**config.mk**
```make
export PLATFORM = sky130hd
export DESIGN_NAME = hex_length_record_deframer
export DESIGN_NICKNAME = d
export VERILOG_FILES = /design/src/design/hlrd_pkg.sv /design/src/design/hex_length_record_deframer.sv
export VERILOG_INCLUDE_DIRS = /design/src /design/src/design
export SDC_FILE = /design/constraint.sdc
export NUM_CORES = 1
export LEC_CHECK = 0
export BUFFER_PORTS_ARGS = -buffer_cell sky130_fd_sc_hd__buf_2
export CAP_MARGIN = 20
export CORE_ASPECT_RATIO = 0.75
export CORE_UTILIZATION = 45
export CTS_CLUSTER_SIZE = 24
export DETAILED_ROUTE_END_ITERATION = 8
export MAX_ROUTING_LAYER = met4
export PLACE_DENSITY_LB_ADDON = 0.25
export SETUP_SLACK_MARGIN = 0.2
export SYNTH_ARGS = -nofsm -noshare
export SYNTH_HDL_FRONTEND = slang
export SYNTH_SLANG_ARGS = --single-unit
```
**constraint.sdc**
```tcl
create_clock -name clock -period 2.9 [get_ports clock]
set_clock_uncertainty 0.05 [all_clocks]
set_input_delay 0.29 -clock clock [delete_from_list [all_inputs] [get_ports clock]]
set_output_delay 0.29 -clock clock [all_outputs]
set_load 0.05 [all_outputs]
```
**src/design/assert_macros.svh**
```systemverilog
`ifndef ASSERT_MACROS_SVH
`define ASSERT_MACROS_SVH

// Concurrent check on the rising clock edge, held off while reset is high.
`define CHECK_PROP(label, clk, rst, prop, msg) \
   label: assert property (@(posedge clk) disable iff (rst) (prop)) else $error(msg);

// Implication that must hold in the same cycle.
`define CHECK_SAME(label, clk, rst, ante, cons, msg) \
   label: assert property (@(posedge clk) disable iff (rst) (ante) |-> (cons)) \
      else $error(msg);

// Implication that must hold in the following cycle.
`define CHECK_NEXT(label, clk, rst, ante, cons, msg) \
   label: assert property (@(posedge clk) disable iff (rst) (ante) |=> (cons)) \
      else $error(msg);

`endif

```
**src/design/hlrd_pkg.sv**
```systemverilog
`timescale 1ns / 1ps
`default_nettype none

package hlrd_pkg;

   localparam int PhaseW = 3;
   localparam int LenW   = 16;

   localparam logic [PhaseW-1:0] PH_KIND    = 3'd0;
   localparam logic [PhaseW-1:0] PH_LEN1    = 3'd1;
   localparam logic [PhaseW-1:0] PH_LEN2    = 3'd2;
   localparam logic [PhaseW-1:0] PH_LEN3    = 3'd3;
   localparam logic [PhaseW-1:0] PH_LEN4    = 3'd4;
   localparam logic [PhaseW-1:0] PH_PAYLOAD = 3'd5;

   localparam logic [1:0] EV_BYTE  = 2'd0;
   localparam logic [1:0] EV_EMPTY = 2'd1;
   localparam logic [1:0] EV_CLEAN = 2'd2;
   localparam logic [1:0] EV_ERROR = 2'd3;

   localparam logic [1:0] KIND_A       = 2'd0;
   localparam logic [1:0] KIND_F       = 2'd1;
   localparam logic [1:0] KIND_S       = 2'd2;
   localparam logic [1:0] KIND_UNKNOWN = 2'd3;

   localparam logic [7:0] CHAR_A = 8'h61;
   localparam logic [7:0] CHAR_F = 8'h66;
   localparam logic [7:0] CHAR_S = 8'h73;

   localparam logic [2:0] ENABLE_RESET = 3'd7;

   typedef struct packed {
      logic [7:0] in_byte;
      logic       stream_end;
   } req_type;

   typedef struct packed {
      logic [1:0] event_res;
      logic [1:0] channel;
      logic [7:0] data_byte;
      logic       last_of_record;
   } rsp_type;

   typedef struct packed {
      logic       valid;
      logic [3:0] value;
   } hex_type;

   function automatic hex_type hex_decode(input logic [7:0] c);
      hex_type h;
      h.valid = 1'b1;
      h.value = 4'd0;
      if (c >= 8'h30 && c <= 8'h39) begin
         h.value = 4'(c - 8'h30);
      end else if (c >= 8'h41 && c <= 8'h46) begin
         h.value = 4'(c - 8'h37);
      end else if (c >= 8'h61 && c <= 8'h66) begin
         h.value = 4'(c - 8'h57);
      end else begin
         h.valid = 1'b0;
      end
      return h;
   endfunction

endpackage

`default_nettype wire

```
**src/design/hex_length_record_deframer.sv**
```systemverilog
// Beats pass the input register, then the output register. Throughput: one input
// beat per cycle while results are taken. While a result waits, the input register
// takes one more beat and then holds req_ready low until the result is taken.
// Reset (synchronous, active high) returns the parser to the kind byte,
// clears the stop flag and the length state, and sets enable_ff to 7.
`timescale 1ns / 1ps
`default_nettype none

`include "assert_macros.svh"

module hex_length_record_deframer
   import hlrd_pkg::*;
(
   input  wire logic    clock,
   input  wire logic    reset,
   input  wire logic    req_valid,
   output logic         req_ready,
   input  wire req_type req_data,
   output logic         rsp_valid,
   input  wire logic    rsp_ready,
   output rsp_type      rsp_data,
   input  wire logic    csr_valid,
   output logic         csr_ready,
   input  wire logic [2:0] csr_data
);

   logic              in_valid_ff, in_valid_in;
   req_type           in_data_ff;
   logic              rsp_valid_ff, rsp_valid_in;
   rsp_type           rsp_data_ff, rsp_data_in;
   logic [2:0]        enable_ff;

   logic [PhaseW-1:0] phase_ff, phase_in;
   logic [1:0]        kind_ff, kind_in;
   logic [LenW-1:0]   length_ff, length_in;
   logic              digits_ended_ff, digits_ended_in;
   logic [LenW-1:0]   bytes_left_ff, bytes_left_in;
   logic              stopped_ff, stopped_in;

   logic              out_free;
   logic              in_move;
   logic              emit;
   rsp_type           res;
   hex_type           hex;
   logic [LenW-1:0]   len_next;
   logic [LenW-1:0]   left_next;
   logic [1:0]        kind_byte;
   logic              kind_enabled;

   assign out_free  = !rsp_valid_ff || rsp_ready;
   assign in_move   = in_valid_ff && out_free;
   assign req_ready = !in_valid_ff || out_free;
   assign csr_ready = 1'b1;
   assign rsp_valid = rsp_valid_ff;
   assign rsp_data  = rsp_data_ff;

   always_comb begin
      hex       = hex_decode(in_data_ff.in_byte);
      left_next = bytes_left_ff - LenW'(1);
      len_next  = length_ff;
      if (hex.valid && !digits_ended_ff) begin
         len_next = {length_ff[LenW-5:0], hex.value};
      end
      case (in_data_ff.in_byte)
         CHAR_A:  kind_byte = KIND_A;
         CHAR_F:  kind_byte = KIND_F;
         CHAR_S:  kind_byte = KIND_S;
         default: kind_byte = KIND_UNKNOWN;
      endcase
      kind_enabled = (kind_ff != KIND_UNKNOWN) && enable_ff[kind_ff];
   end

   always_comb begin
      phase_in        = phase_ff;
      kind_in         = kind_ff;
      length_in       = length_ff;
      digits_ended_in = digits_ended_ff;
      bytes_left_in   = bytes_left_ff;
      stopped_in      = stopped_ff;
      emit            = 1'b0;
      res             = '0;
      if (in_move && !stopped_ff) begin
         if (in_data_ff.stream_end) begin
            emit          = 1'b1;
            stopped_in    = 1'b1;
            res.event_res = (phase_ff == PH_PAYLOAD) ? EV_ERROR : EV_CLEAN;
         end else begin
            unique case (phase_ff) inside
               PH_KIND: begin
                  kind_in         = kind_byte;
                  length_in       = '0;
                  digits_ended_in = 1'b0;
                  phase_in        = PH_LEN1;
               end
               PH_LEN1, PH_LEN2, PH_LEN3, PH_LEN4: begin
                  if (!hex.valid && phase_ff == PH_LEN1) begin
                     emit          = 1'b1;
                     stopped_in    = 1'b1;
                     res.event_res = EV_CLEAN;
                  end else begin
                     length_in = len_next;
                     if (!hex.valid) begin
                        digits_ended_in = 1'b1;
                     end
                     if (phase_ff != PH_LEN4) begin
                        phase_in = phase_ff + PhaseW'(1);
                     end else if (len_next == '0) begin
                        phase_in = PH_KIND;
                        if (kind_ff == KIND_UNKNOWN) begin
                           emit          = 1'b1;
                           stopped_in    = 1'b1;
                           res.event_res = EV_ERROR;
                        end else if (kind_enabled) begin
                           emit          = 1'b1;
                           res.event_res = EV_EMPTY;
                           res.channel   = kind_ff;
                        end
                     end else begin
                        bytes_left_in = len_next;
                        phase_in      = PH_PAYLOAD;
                     end
                  end
               end
               default: begin
                  bytes_left_in = left_next;
                  if (left_next == '0) begin
                     phase_in = PH_KIND;
                  end
                  if (kind_ff == KIND_UNKNOWN) begin
                     if (left_next == '0) begin
                        emit          = 1'b1;
                        stopped_in    = 1'b1;
                        res.event_res = EV_ERROR;
                     end
                  end else if (kind_enabled) begin
                     emit               = 1'b1;
                     res.event_res      = EV_BYTE;
                     res.channel        = kind_ff;
                     res.data_byte      = in_data_ff.in_byte;
                     res.last_of_record = (left_next == '0);
                  end
               end
            endcase
         end
      end
   end

   always_comb begin
      in_valid_in = in_valid_ff;
      if (req_ready) begin
         in_valid_in = req_valid;
      end
      rsp_valid_in = rsp_valid_ff;
      rsp_data_in  = rsp_data_ff;
      if (out_free) begin
         rsp_valid_in = emit;
         rsp_data_in  = res;
      end
   end

   always_ff @(posedge clock) begin
      if (reset) begin
         in_valid_ff     <= 1'b0;
         rsp_valid_ff    <= 1'b0;
         enable_ff       <= ENABLE_RESET;
         phase_ff        <= PH_KIND;
         kind_ff         <= KIND_A;
         length_ff       <= '0;
         digits_ended_ff <= 1'b0;
         bytes_left_ff   <= '0;
         stopped_ff      <= 1'b0;
      end else begin
         in_valid_ff     <= in_valid_in;
         rsp_valid_ff    <= rsp_valid_in;
         phase_ff        <= phase_in;
         kind_ff         <= kind_in;
         length_ff       <= length_in;
         digits_ended_ff <= digits_ended_in;
         bytes_left_ff   <= bytes_left_in;
         stopped_ff      <= stopped_in;
         if (csr_valid && csr_ready) begin
            enable_ff <= csr_data;
         end
      end
   end

   always_ff @(posedge clock) begin
      if (req_valid && req_ready) begin
         in_data_ff <= req_data;
      end
      rsp_data_ff <= rsp_data_in;
   end

   `CHECK_NEXT(a_stop_sticks, clock, reset, stopped_ff, stopped_ff, "stop flag cleared without reset")
   `CHECK_SAME(a_stop_reported, clock, reset, $rose(stopped_ff), rsp_valid_ff && (rsp_data_ff.event_res == EV_CLEAN || rsp_data_ff.event_res == EV_ERROR), "stream stopped without an end result")
   `CHECK_SAME(a_payload_count, clock, reset, phase_ff == PH_PAYLOAD, bytes_left_ff != '0, "payload phase with no bytes left")
   `CHECK_SAME(a_last_is_byte, clock, reset, rsp_valid_ff && rsp_data_ff.last_of_record, rsp_data_ff.event_res == EV_BYTE, "last flag on a result that is not a payload byte")

endmodule

`default_nettype wire
```
* Word level (Yosys, flattened, before mapping)
Index checks and enable logic that the tools add are counted.
W data, S select, Z words.
** Cells by class
- Add/sub/neg operators :: 5
- Multipliers :: 0
- Div/mod/pow operators :: 0
- Order comparisons :: 7
- Eq/ne operators :: 18
- Shift-type cells :: 0
- Mux-type cells :: 56
- Bitwise gates (word level) :: 4
- Reductions and logical operators :: 33
** Operators with widths (count)
- $mux W16 :: 5
- $pmux W16 S2 :: 2
- $logic_not A16 Y1 :: 2
- $eq A8 B7 Y1 const B :: 3
- $mux W1 :: 23
- $mux W11 :: 2
- $mux W4 :: 5
- $ge A8 B7 Y1 const B :: 2
- $le A8 B7 Y1 const B :: 2
- $sub A16 B1 Y16 const B :: 1
- $mux W3 :: 5
- $mux W2 :: 7
- $ne A2 B2 Y1 const B :: 6
- $reduce_bool A3 Y1 :: 4
- $logic_and A1 B1 Y1 :: 9
- $reduce_or A9 Y1 :: 1
- $ge A8 B6 Y1 const B :: 1
- $le A8 B6 Y1 const B :: 1
- $ne A4 B4 Y1 const B :: 2
- $pmux W4 S2 :: 1
- $reduce_and A4 Y1 :: 2
- $sub A4 B3 Y4 const B :: 2
- $reduce_and A7 Y1 :: 1
- $eq A3 B2 Y1 const B :: 2
- other kinds (21) :: 32
** Storage, ports and cells
- Register bits :: 66
- Bits in latches :: 0
- Memory bits (writable) :: 0
- Memory bits (read-only) :: 0
- Output and inout port bits :: 16
- Logic and storage cells :: 138
- Memories kept :: 0

* Logic depth before layout (Yosys ltp)
Gate-level depths: netlist of the first run.
- Depth after elaboration :: 14
- Depth in mapped cells :: 11
- Mapped depth without buffers :: 9

* Worst setup path before layout of the first run
Ideal clock, no wire load.
- Path kind :: reg-to-reg
- From :: register in_data_ff[2] (netlist name)
- To :: register bytes_left_ff[15]
- Arrival :: 2686 ps
- Data required time :: 2717 ps
- Path slack :: 30 ps
- Stages on the path, launching flop included :: 11
- Buffers on the path :: 1
- Path through :: edfxtp_1 > inv_1 > ha_1 > nor4b_2 > nor3_1 > a211oi_2 > a311oi_4 > o41a_4 > o21ai_2 > buf_6 > o32ai_2
** Between the ends
- Longest elaborated chain between the ends :: 11
- Elaborated cells on any way between the ends :: 30
- Those cells by class :: add/sub: 3; order compare: 6; eq/ne: 2; mux: 11; reduce/logical: 8
** Ends and longest elaborated chain
- from (decl) :: RTL line hex_length_record_deframer.sv:28 : req_type in_data_ff;
- from (signal assigned) :: RTL line hex_length_record_deframer.sv:189 : in_data_ff <= req_data;
- parallel branches: the longest is 11 deep, another holds $ge A8 B7 Y1
- to (signal assigned) :: RTL line hex_length_record_deframer.sv:179 : bytes_left_ff <= bytes_left_in;
- to (decl) :: RTL line hex_length_record_deframer.sv:37 : logic [LenW-1:0] bytes_left_ff, bytes_left_in;
Several ways; the timed one is not identified. The select of a mux whose other input is x is not followed.
A chain may end at the register's enable or synchronous reset.

* Worst setup path in the final report of the first run
- From :: register in_data_ff[4] (netlist name)
- To :: register bytes_left_ff[6]
Same word-level chain as after synthesis.

==> results.sh, run 1 <==
export IMPL_avgSynthCellArea_um2=8.87
export IMPL_slowest_delay_ns=0.57
export IMPL_drtPass1Iterations=7
export IMPL_status="finished, violations left"
export IMPL_fp_row_count=29
export IMPL_drc=2
export IMPL_place_congestion=0.878
export IMPL_pwr_share_comb_pct=15.8
export IMPL_crit_chain="or4b_4 -> nor4b_4 -> a21oi_1 -> mux2_4 -> o41a_4 -> o21ai_4 -> buf_6 -> buf_12 -> o32ai_2"
export IMPL_grt_usage_pct=26.4
export IMPL_area_delta_synth_final_pct=30.0
export IMPL_synth_ff_type="dfxtp_1"
export IMPL_yosysTopAreaCellShare_pct=21.5
export IMPL_synth_nets=488
export IMPL_dieArea_mm2=0.00950
export IMPL_die_h_um=84.7
export IMPL_violations="DRC"
export IMPL_vias=3941
export IMPL_drive_above_1_share_pct=31.5
export IMPL_cts_made_buffers=9
export IMPL_internal_power_mw=1.88
export IMPL_ys_seq_area_share_pct=37.6
export IMPL_drv_slew=0
export IMPL_rsz0062_at_grt="true"
export IMPL_cellLeakagePower_nw=2.05
export IMPL_layout_setup_ws_ns=0.0298
export IMPL_min_path_type="input pin to flop"
export IMPL_grt_max_degree=36
export IMPL_ctsHtreeMaxLevel=3
export IMPL_grt_pass1_vias=3590
export IMPL_start_util_pct=47.5
export IMPL_gr_usage_met3_pct=7.15
export IMPL_fmax_mhz=348
export IMPL_port_buffers=31
export IMPL_cts_clk_slew_worst_paths_ns=0.05
export IMPL_max_slew_worst_pin_slew_ns=0.857
export IMPL_hold_viol=0
export IMPL_ys_ff_latch=66
export IMPL_grt_pass1_wl_um=18800
export IMPL_power_density_mw_per_mm2=480
export IMPL_crit_arrival_ns=3.03
export IMPL_worst_path_max_delay_cell="or4b_4"
export IMPL_path_buf_inv=2
export IMPL_clkPwrFrac_pct=44.9
export IMPL_synth_area_leaders="dfxtp_1, edfxtp_1, a21oi_1, nor2_1, ha_1"
export IMPL_busiest_layer="met2"
export IMPL_clkSinkCount=66
export IMPL_critPathRequiredTime_ns=3.06
export IMPL_synthesis_instances=462
export IMPL_met1_usage_pct=36.2
export IMPL_routedWlPerCell_um=18.2
export IMPL_synth_async_sr_flop_share_pct=0
export IMPL_design_power_total_mw=2.56
export IMPL_power_frac_seq_pct=39.3
export IMPL_io_pins=33
export IMPL_switching_share_pct=26.4
export IMPL_yosysWarnings=0
export IMPL_finalCritPeriodShare_pct=99.0
export IMPL_synth_distinct_cells=76
export IMPL_cts_tree="yes"
export IMPL_core_mm2=0.00864
export IMPL_final_common_cell="buf_4"
export IMPL_startpoint_type="flop"
export IMPL_peakVddDrop_uv=393
export IMPL_antenna_found_initial=0
export IMPL_ctsRootBufferMaster="clkbuf_16"
export IMPL_critPathKind="flop to flop"
export IMPL_dieWidth_um=112
export IMPL_path_delay_family="simple AND/OR/NAND/NOR gates"
export IMPL_dpl_worst_slack_ns=-0.0713
export IMPL_fin_nets=561
export IMPL_relSlewSlack_pct=42.9
export IMPL_synth_top_cell_by_area="dfxtp_1"
export IMPL_critPathMaxFanout=6
export IMPL_syn_area_mm2=0.00410
export IMPL_maxCapViolCount=0
export IMPL_clock_latency_ns=0.34
export IMPL_final_cell_mix="buf_4, nor2_1, dfxtp_1, a21oi_1, buf_2"
export IMPL_dp_hpwl_um=8170
export IMPL_period_needed_ns=2.87
export IMPL_setup_viol=0
export IMPL_detail_route_antenna_nets=0
export IMPL_switchingPower_uw=676
export IMPL_endpoint_kind="flop"
export IMPL_overflow=0
export IMPL_cts_hold_buf=0
export IMPL_clockBufferDepth=2
export IMPL_routed_wl_um=11800
export IMPL_drt_iter0_drc=372
export IMPL_synth_edf_count=22
export IMPL_n_antenna_cell=0
export IMPL_viasPerCell=6.08
export IMPL_gr_usage_met2_pct=37.9
[flip-flops by register name, summed over array words and instances, names as in the netlist]
signal           cells
in_valid_ff          1
length_ff           16
digits_ended_ff      1
enable_ff            3
in_data_ff           9
rsp_data            13
phase_ff             3
kind_ff              2
bytes_left_ff       16
rsp_valid            1
stopped_ff           1
[power groups by stage]
stage | registers, mW | clock network (mW) | logic (mW)
2_1_floorplan | 1.05 | 0 | 0.215
3_3_place_gp | 1.02 | 0 | 0.348
3_5_place_dp | 1.02 | 0 | 0.353
4_1_cts | 1.00 | 1.16 | 0.373
5_1_grt | 1.01 | 1.21 | 0.434
6_report | 1.00 | 1.15 | 0.405
[cells in the mapped netlist, drive strengths merged, types with 2 or more instances]
master and count:
nor2 51, dfxtp 44, a21oi 39, nand2 29, edfxtp 22, nor3 22
o21ai 21, clkbuf 20, and2 17, nand3 17, nor4 13, inv 12
o31ai 12, ha 9, mux2i 8, o311ai 8, a21o 7, a22oi 7
buf 7, a2bb2oi 6, nor3b 6, o21a 6, or3 6, a211o 5
a211oi 5, a31oi 5, nand2b 5, nand3b 5, mux2 4, nand4 4
o211ai 4, a2111oi 3, nor4b 3, o32ai 3, nor2b 2, o22ai 2
or2 2
[timing repair]
action / 4_1_cts / 5_1_grt
pin swaps: 2 / 15
resized for setup: 20 / 41
cloned: 1 / 0
buffers inserted: 9 / 8
endpoints found under the setup margin: 28 / 49
[through the flow]
stage,hold WS (ns),instance area [um^2],TNS [ns],util (%),instances
5_1_grt,0.0676,5330,-0.370,61.7,648
2_1_floorplan,0.339,4120,0,-,462
3_5_place_dp,0.417,4610,-0.337,53.4,614
6_report,0.0767,5330,0,61.7,648
3_3_place_gp,0.409,4610,0,53.4,614
4_1_cts,0.0697,5090,0,58.9,640
[final cells by class]
cell class / count / area [um^2]
clock inverter: 6 / 81.3
inverter: 13 / 48.8
multi-input combinational: 356 / 2630
clock buffer: 10 / 229
timing repair buffer: 89 / 662
tap: 108 / 135
sequential: 66 / 1540
fill: 706 / 3300
[path summary, 6_finish.rpt]
kind                      start  cells after the start                to  slack, ns
hold reg to reg   length_ff[12]                      2     length_ff[12]       0.42
setup / recovery  in_data_ff[4]                      9  bytes_left_ff[6]       0.03
hold / removal      req_data[2]                      1     in_data_ff[2]       0.08
setup reg to reg  in_data_ff[4]                      9  bytes_left_ff[6]       0.03
[cell families after synthesis]
group | Yosys count | share of synthesized area (%)
fa+ha+maj | 9 | 2.75
mux | 12 | 3.14
other cells | 1 | 0.0915
flops | 66 | 37.6
simple gates | 185 | 24.7
xor+xnor | 2 | 0.427
compound gates | 147 | 26.9
buf+inv | 40 | 4.42
[layer usage]
layer	vias to the layer above	part of all wire, %
li1	1908	-
met3	10	7.5
met1	1868	48
met2	155	44
met4	0	0.94
met5	-	0
(Power assumes the default switching activity.)
==> run 2, diff against run 1 <==
--- a/config.mk
+++ b/config.mk
@@ -12,6 +12,7 @@
 export CORE_UTILIZATION = 45
 export CTS_CLUSTER_SIZE = 24
 export DETAILED_ROUTE_END_ITERATION = 8
+export HOLD_SLACK_MARGIN = 0.12
 export MAX_ROUTING_LAYER = met4
 export PLACE_DENSITY_LB_ADDON = 0.25
 export SETUP_SLACK_MARGIN = 0.2
==> results.sh, run 2 (synthesized netlist as in run 1, its figures left out) <==
export IMPL_status="finished, violations left"
export IMPL_violations="DRC"
export IMPL_vias=4003
export IMPL_placedCellCount=614
export IMPL_post_route_util_pct=62.9
export IMPL_reg2regPathDepth=9
export IMPL_area_delta_synth_final_pct=32.6
export IMPL_critPathMaxFanout=6
export IMPL_overflow=0
export IMPL_gr_usage_met2_pct=37.9
export IMPL_ctsRootBufferMaster="clkbuf_16"
export IMPL_cts_made_buffers=9
export IMPL_crit_reg2reg_launch="in_data_ff[4]"
export IMPL_clockBufferDepth=2
export IMPL_n_antenna_cell=0
export IMPL_crit_arrival_ns=3.02
export IMPL_fmax_mhz=350
export IMPL_drive_above_1_share_pct=30.5
export IMPL_fin_area_mm2=0.00544
export IMPL_antenna_found_initial=0
export IMPL_max_slew_worst_pin_slew_ns=0.828
export IMPL_busiest_layer="met2"
export IMPL_rsz0062_at_grt="true"
export IMPL_internal_power_mw=1.89
export IMPL_peakVddDrop_uv=400
export IMPL_clkPwrFrac_pct=44.6
export IMPL_fin_cells=659
export IMPL_dieWidth_um=112
export IMPL_min_path_type="input pin to flop"
export IMPL_ctsHtreeMaxLevel=3
export IMPL_grt_max_degree=36
export IMPL_switching_share_pct=26.3
export IMPL_min_from="csr_data[2]"
export IMPL_endpoint_kind="flop"
export IMPL_die_h_um=84.7
export IMPL_port_buffers=31
export IMPL_hold_depth=3
export IMPL_cts_clk_slew_worst_paths_ns=0.06
export IMPL_grt_usage_pct=26.5
export IMPL_detail_route_antenna_nets=0
export IMPL_clock_latency_ns=0.34
export IMPL_critPathKind="flop to flop"
export IMPL_routed_wl_um=11800
export IMPL_grt_pass1_wl_um=18900
export IMPL_drv_slew=0
export IMPL_finalCritPeriodShare_pct=98.6
export IMPL_power_density_mw_per_mm2=472
export IMPL_fin_nets=572
export IMPL_cellLeakagePower_nw=2.09
export IMPL_critPathRequiredTime_ns=3.06
export IMPL_startpoint_type="flop"
export IMPL_final_cell_mix="nor2_1, buf_4, dfxtp_1, a21oi_1, buf_2"
export IMPL_core_mm2=0.00864
export IMPL_viasPerCell=6.07
export IMPL_r2r_slack_ns=0.04
export IMPL_routedWlPerCell_um=18.0
export IMPL_fp_row_count=29
export IMPL_dieArea_mm2=0.00950
export IMPL_dp_hpwl_um=8170
export IMPL_clkSinkCount=66
export IMPL_maxCapViolCount=0
export IMPL_relSlewSlack_pct=44.8
export IMPL_power_frac_seq_pct=39.2
export IMPL_drc=2
export IMPL_place_congestion=0.878
export IMPL_io_pins=33
export IMPL_gr_usage_met3_pct=7.15
export IMPL_grt_pass1_vias=3627
export IMPL_start_util_pct=47.5
export IMPL_met1_usage_pct=36.6
export IMPL_period_needed_ns=2.86
export IMPL_switchingPower_uw=674
export IMPL_hold_viol=0
export IMPL_hold_end="enable_ff[2]"
export IMPL_dpl_cell_area_mm2=0.00461
export IMPL_pwr_share_comb_pct=16.2
export IMPL_cts_tree="yes"
export IMPL_setup_viol=0
export IMPL_drtPass1Iterations=6
export IMPL_timing_rr_end="bytes_left_ff[4]"
export IMPL_drt_iter0_drc=286
## run 2: changes by cell type in the layout (fill, tap and decap cells not counted), sizes merged
cell         delta
dlygate4sd3    +11
## run 2: final cells by class
class	instances	area [um^2]
clock buffers	10	229
multi-input cells	356	2620
flip-flops and latches	66	1540
clock inverters	6	81.3
repair buffers	100	776
fillers	696	3200
inverters	13	48.8
well taps	108	135
## run 2: timing repair
item,in CTS,in global routing
endpoints found under the setup margin,28,49
hold buffers,11,0
hold endpoints to repair,11,0
pin swaps,2,13
cloned,1,0
buffers inserted,9,8
gates resized for setup,20,40
## run 2: how the worst max path moves through the flow
stage	start	to	slack, ns	cells after the start
after CTS	in_data_ff[4]	bytes_left_ff[7]	0.1	9
after global placement	in_data_ff[4]	bytes_left_ff[8]	0.14	8
final	in_data_ff[4]	bytes_left_ff[4]	0.04	9
after global routing	in_data_ff[4]	bytes_left_ff[2]	-0.05	9
after detailed placement	in_data_ff[2]	bytes_left_ff[11]	-0.07	10
after floorplan	in_data_ff[4]	bytes_left_ff[15]	0.13	9
## run 2: routing by layer
metal	routed length (um)	up-vias	part of all wire, %
met1	5550	1900	47
met3	959	10	8.1
met2	5230	167	44
met4	85	0	0.72
li1	-	1926	-
met5	0	-	0
## run 2: stage by stage
stage	TNS, ns	hold WS, ns	power, mW	worst slack, ns
4_1_cts	0	0.128	2.55	0.0996
2_1_floorplan	0	0.339	1.26	0.132
3_3_place_gp	0	0.409	1.37	0.139
6_report	0	0.132	2.56	0.0393
3_5_place_dp	-0.337	0.417	1.37	-0.0713
5_1_grt	-0.305	0.148	2.66	-0.0517
## run 2: power groups by stage
stage | clock (mW) | sequential, mW | combinational [mW]
floorplan | 0 | 1.05 | 0.215
global placement | 0 | 1.02 | 0.348
detailed placement | 0 | 1.02 | 0.353
CTS | 1.16 | 1.00 | 0.384
global route | 1.21 | 1.01 | 0.446
finish | 1.14 | 1.00 | 0.415
## run 2: critical path, cell delays in order, from the launching register on
cell and delay, ns:
edfxtp_1 0.41, or4b_4 0.57, nor4b_4 0.38, a21oi_1 0.11, mux2_4 0.36, o41a_4 0.39
o21ai_4 0.16, buf_6 0.12, buf_12 0.11, o32ai_1 0.08
==> run 3, diff against run 2 <==
--- a/config.mk
+++ b/config.mk
@@ -8,12 +8,10 @@
 export LEC_CHECK = 0
 export BUFFER_PORTS_ARGS = -buffer_cell sky130_fd_sc_hd__buf_2
 export CAP_MARGIN = 20
-export CORE_ASPECT_RATIO = 0.75
 export CORE_UTILIZATION = 45
 export CTS_CLUSTER_SIZE = 24
 export DETAILED_ROUTE_END_ITERATION = 8
 export HOLD_SLACK_MARGIN = 0.12
-export MAX_ROUTING_LAYER = met4
 export PLACE_DENSITY_LB_ADDON = 0.25
 export SETUP_SLACK_MARGIN = 0.2
 export SYNTH_ARGS = -nofsm -noshare
==> results.sh, run 3 (synthesized netlist as in run 1, its figures left out) <==
export IMPL_detail_route_antenna_nets=0
export IMPL_clock_latency_ns=0.35
export IMPL_cts_clk_slew_worst_paths_ns=0.08
export IMPL_power_density_mw_per_mm2=414
export IMPL_drive_above_1_share_pct=28.1
export IMPL_fin_nets=565
export IMPL_drt_iter0_drc=188
export IMPL_endpoint_kind="flop"
export IMPL_dieWidth_um=97.5
export IMPL_grt_pass1_wl_um=18500
export IMPL_relSlewSlack_pct=41.2
export IMPL_critPathMaxFanout=17
export IMPL_critPathKind="flop to flop"
export IMPL_grt_usage_pct=24.3
export IMPL_clkPwrFrac_pct=35.3
export IMPL_finalCritPeriodShare_pct=99.5
export IMPL_drc=0
export IMPL_place_congestion=0.854
export IMPL_critPathRequiredTime_ns=3.06
export IMPL_routed_wl_um=11600
export IMPL_grt_max_degree=36
export IMPL_viasPerCell=6.10
export IMPL_dpl_cell_area_mm2=0.00460
export IMPL_fp_row_count=34
export IMPL_ctsHtreeMaxLevel=3
export IMPL_status="complete, no violations"
export IMPL_setup_viol=0
export IMPL_crit_reg2reg_launch="in_data_ff[1]"
export IMPL_pwr_share_comb_pct=18.6
export IMPL_dpl_worst_slack_ns=-0.0825
export IMPL_startpoint_type="flop"
export IMPL_overflow=0
export IMPL_switchingPower_uw=650
export IMPL_cellLeakagePower_nw=1.98
export IMPL_peakVddDrop_uv=266
export IMPL_fillers=724
export IMPL_core_mm2=0.00876
export IMPL_crit_arrival_ns=3.05
export IMPL_ctsRootBufferMaster="clkbuf_8"
export IMPL_maxCapViolCount=0
export IMPL_design_power_total_mw=2.18
export IMPL_die_h_um=97.5
export IMPL_fin_area_mm2=0.00527
export IMPL_period_needed_ns=2.88
export IMPL_rsz0062_at_grt="true"
export IMPL_max_slew_worst_pin_slew_ns=0.880
export IMPL_min_path_type="input pin to flop"
export IMPL_drtPass1Iterations=5
export IMPL_grt_pass1_vias=3666
export IMPL_drv_slew=0
export IMPL_placedCellCount=610
export IMPL_clkSinkCount=66
export IMPL_dieArea_mm2=0.00950
export IMPL_cts_made_buffers=9
export IMPL_dp_hpwl_um=7660
export IMPL_n_antenna_cell=0
export IMPL_internal_power_mw=1.53
export IMPL_layout_setup_ws_ns=0.0150
export IMPL_final_cell_mix="nor2_1, dfxtp_1, buf_4, a21oi_1, buf_2"
export IMPL_antenna_found_initial=0
export IMPL_vias=3978
export IMPL_power_frac_seq_pct=46.1
export IMPL_routedWlPerCell_um=17.7
export IMPL_port_buffers=31
export IMPL_fmax_mhz=347
export IMPL_start_util_pct=46.8
export IMPL_io_pins=33
export IMPL_final_common_cell="nor2_1"
export IMPL_hold_viol=0
export IMPL_clockBufferDepth=2
export IMPL_critPathLaunch="in_data_ff[1]"
export IMPL_switching_share_pct=29.8
export IMPL_fin_cells=652
export IMPL_min_from="csr_valid"
export IMPL_area_delta_synth_final_pct=28.5
export IMPL_cts_tree="yes"
==> run 3: layout make-up <==
cell class              instances  area, um^2  area share [%]
multi-input cells             356        2610            49.5
flip-flops and latches         66        1540            29.3
repair buffers                 93         751            14.2
well taps                     108         135            2.56
clock buffers                  10         128            2.42
clock inverters                 6        58.8            1.12
inverters                      13        48.8           0.926
==> run 3: power by group through the flow <==
stage	clock [mW]	combinational [mW]	sequential, mW
2_1_floorplan	0	0.215	1.05
3_3_place_gp	0	0.342	1.02
3_5_place_dp	0	0.345	1.02
4_1_cts	0.771	0.375	1.00
5_1_grt	0.808	0.435	1.01
6_report	0.769	0.406	1.00
==> run 3: repair_timing <==
action / 4_1_cts / 5_1_grt
endpoints found under the hold margin: 13 / 0
setup endpoints to repair: 24 / 42
gates resized for setup: 25 / 30
gates cloned: 0 / 1
pin swaps: 4 / 9
buffers inserted: 3 / 9
hold buffers: 13 / 0
==> run 3: stage by stage <==
| stage | hold WS [ns] | util [%] | setup TNS, ns |
|---|---|---|---|
| final | 0.172 | 60.1 | 0 |
| after CTS | 0.164 | 57.6 | 0 |
| after floorplan | 0.339 | - | 0 |
| after global placement | 0.411 | 52.5 | 0 |
| after global routing | 0.192 | 60.1 | -0.907 |
| after detailed placement | 0.415 | 52.5 | -0.114 |
==> run 3: final timing paths <==
kind | end | slack [ns] | depth (start not counted)
worst max-delay path | bytes_left_ff[2] | 0.02 | 12
worst min register to register | length_ff[12] | 0.43 | 2
worst max register to register | bytes_left_ff[2] | 0.02 | 12
worst min-delay path | enable_ff[2] | 0.17 | 3
==> run 3: layer usage <==
metal	routed length (um)	track usage, %
met1	5210	33.4
met2	5450	37.4
met3	681	4.60
met4	212	9.73
met5	0	0
==> run 3: critical path, stage by stage (launching register included) <==
cell,delay [ns]
edfxtp_1,0.46
buf_6,0.16
ha_4,0.18
nor4b_4,0.23
buf_4,0.17
nor3_4,0.04
buf_12,0.14
a211o_1,0.35
a21oi_4,0.26
nor4_4,0.09
buf_12,0.17
o311ai_0,0.32
o31ai_1,0.12
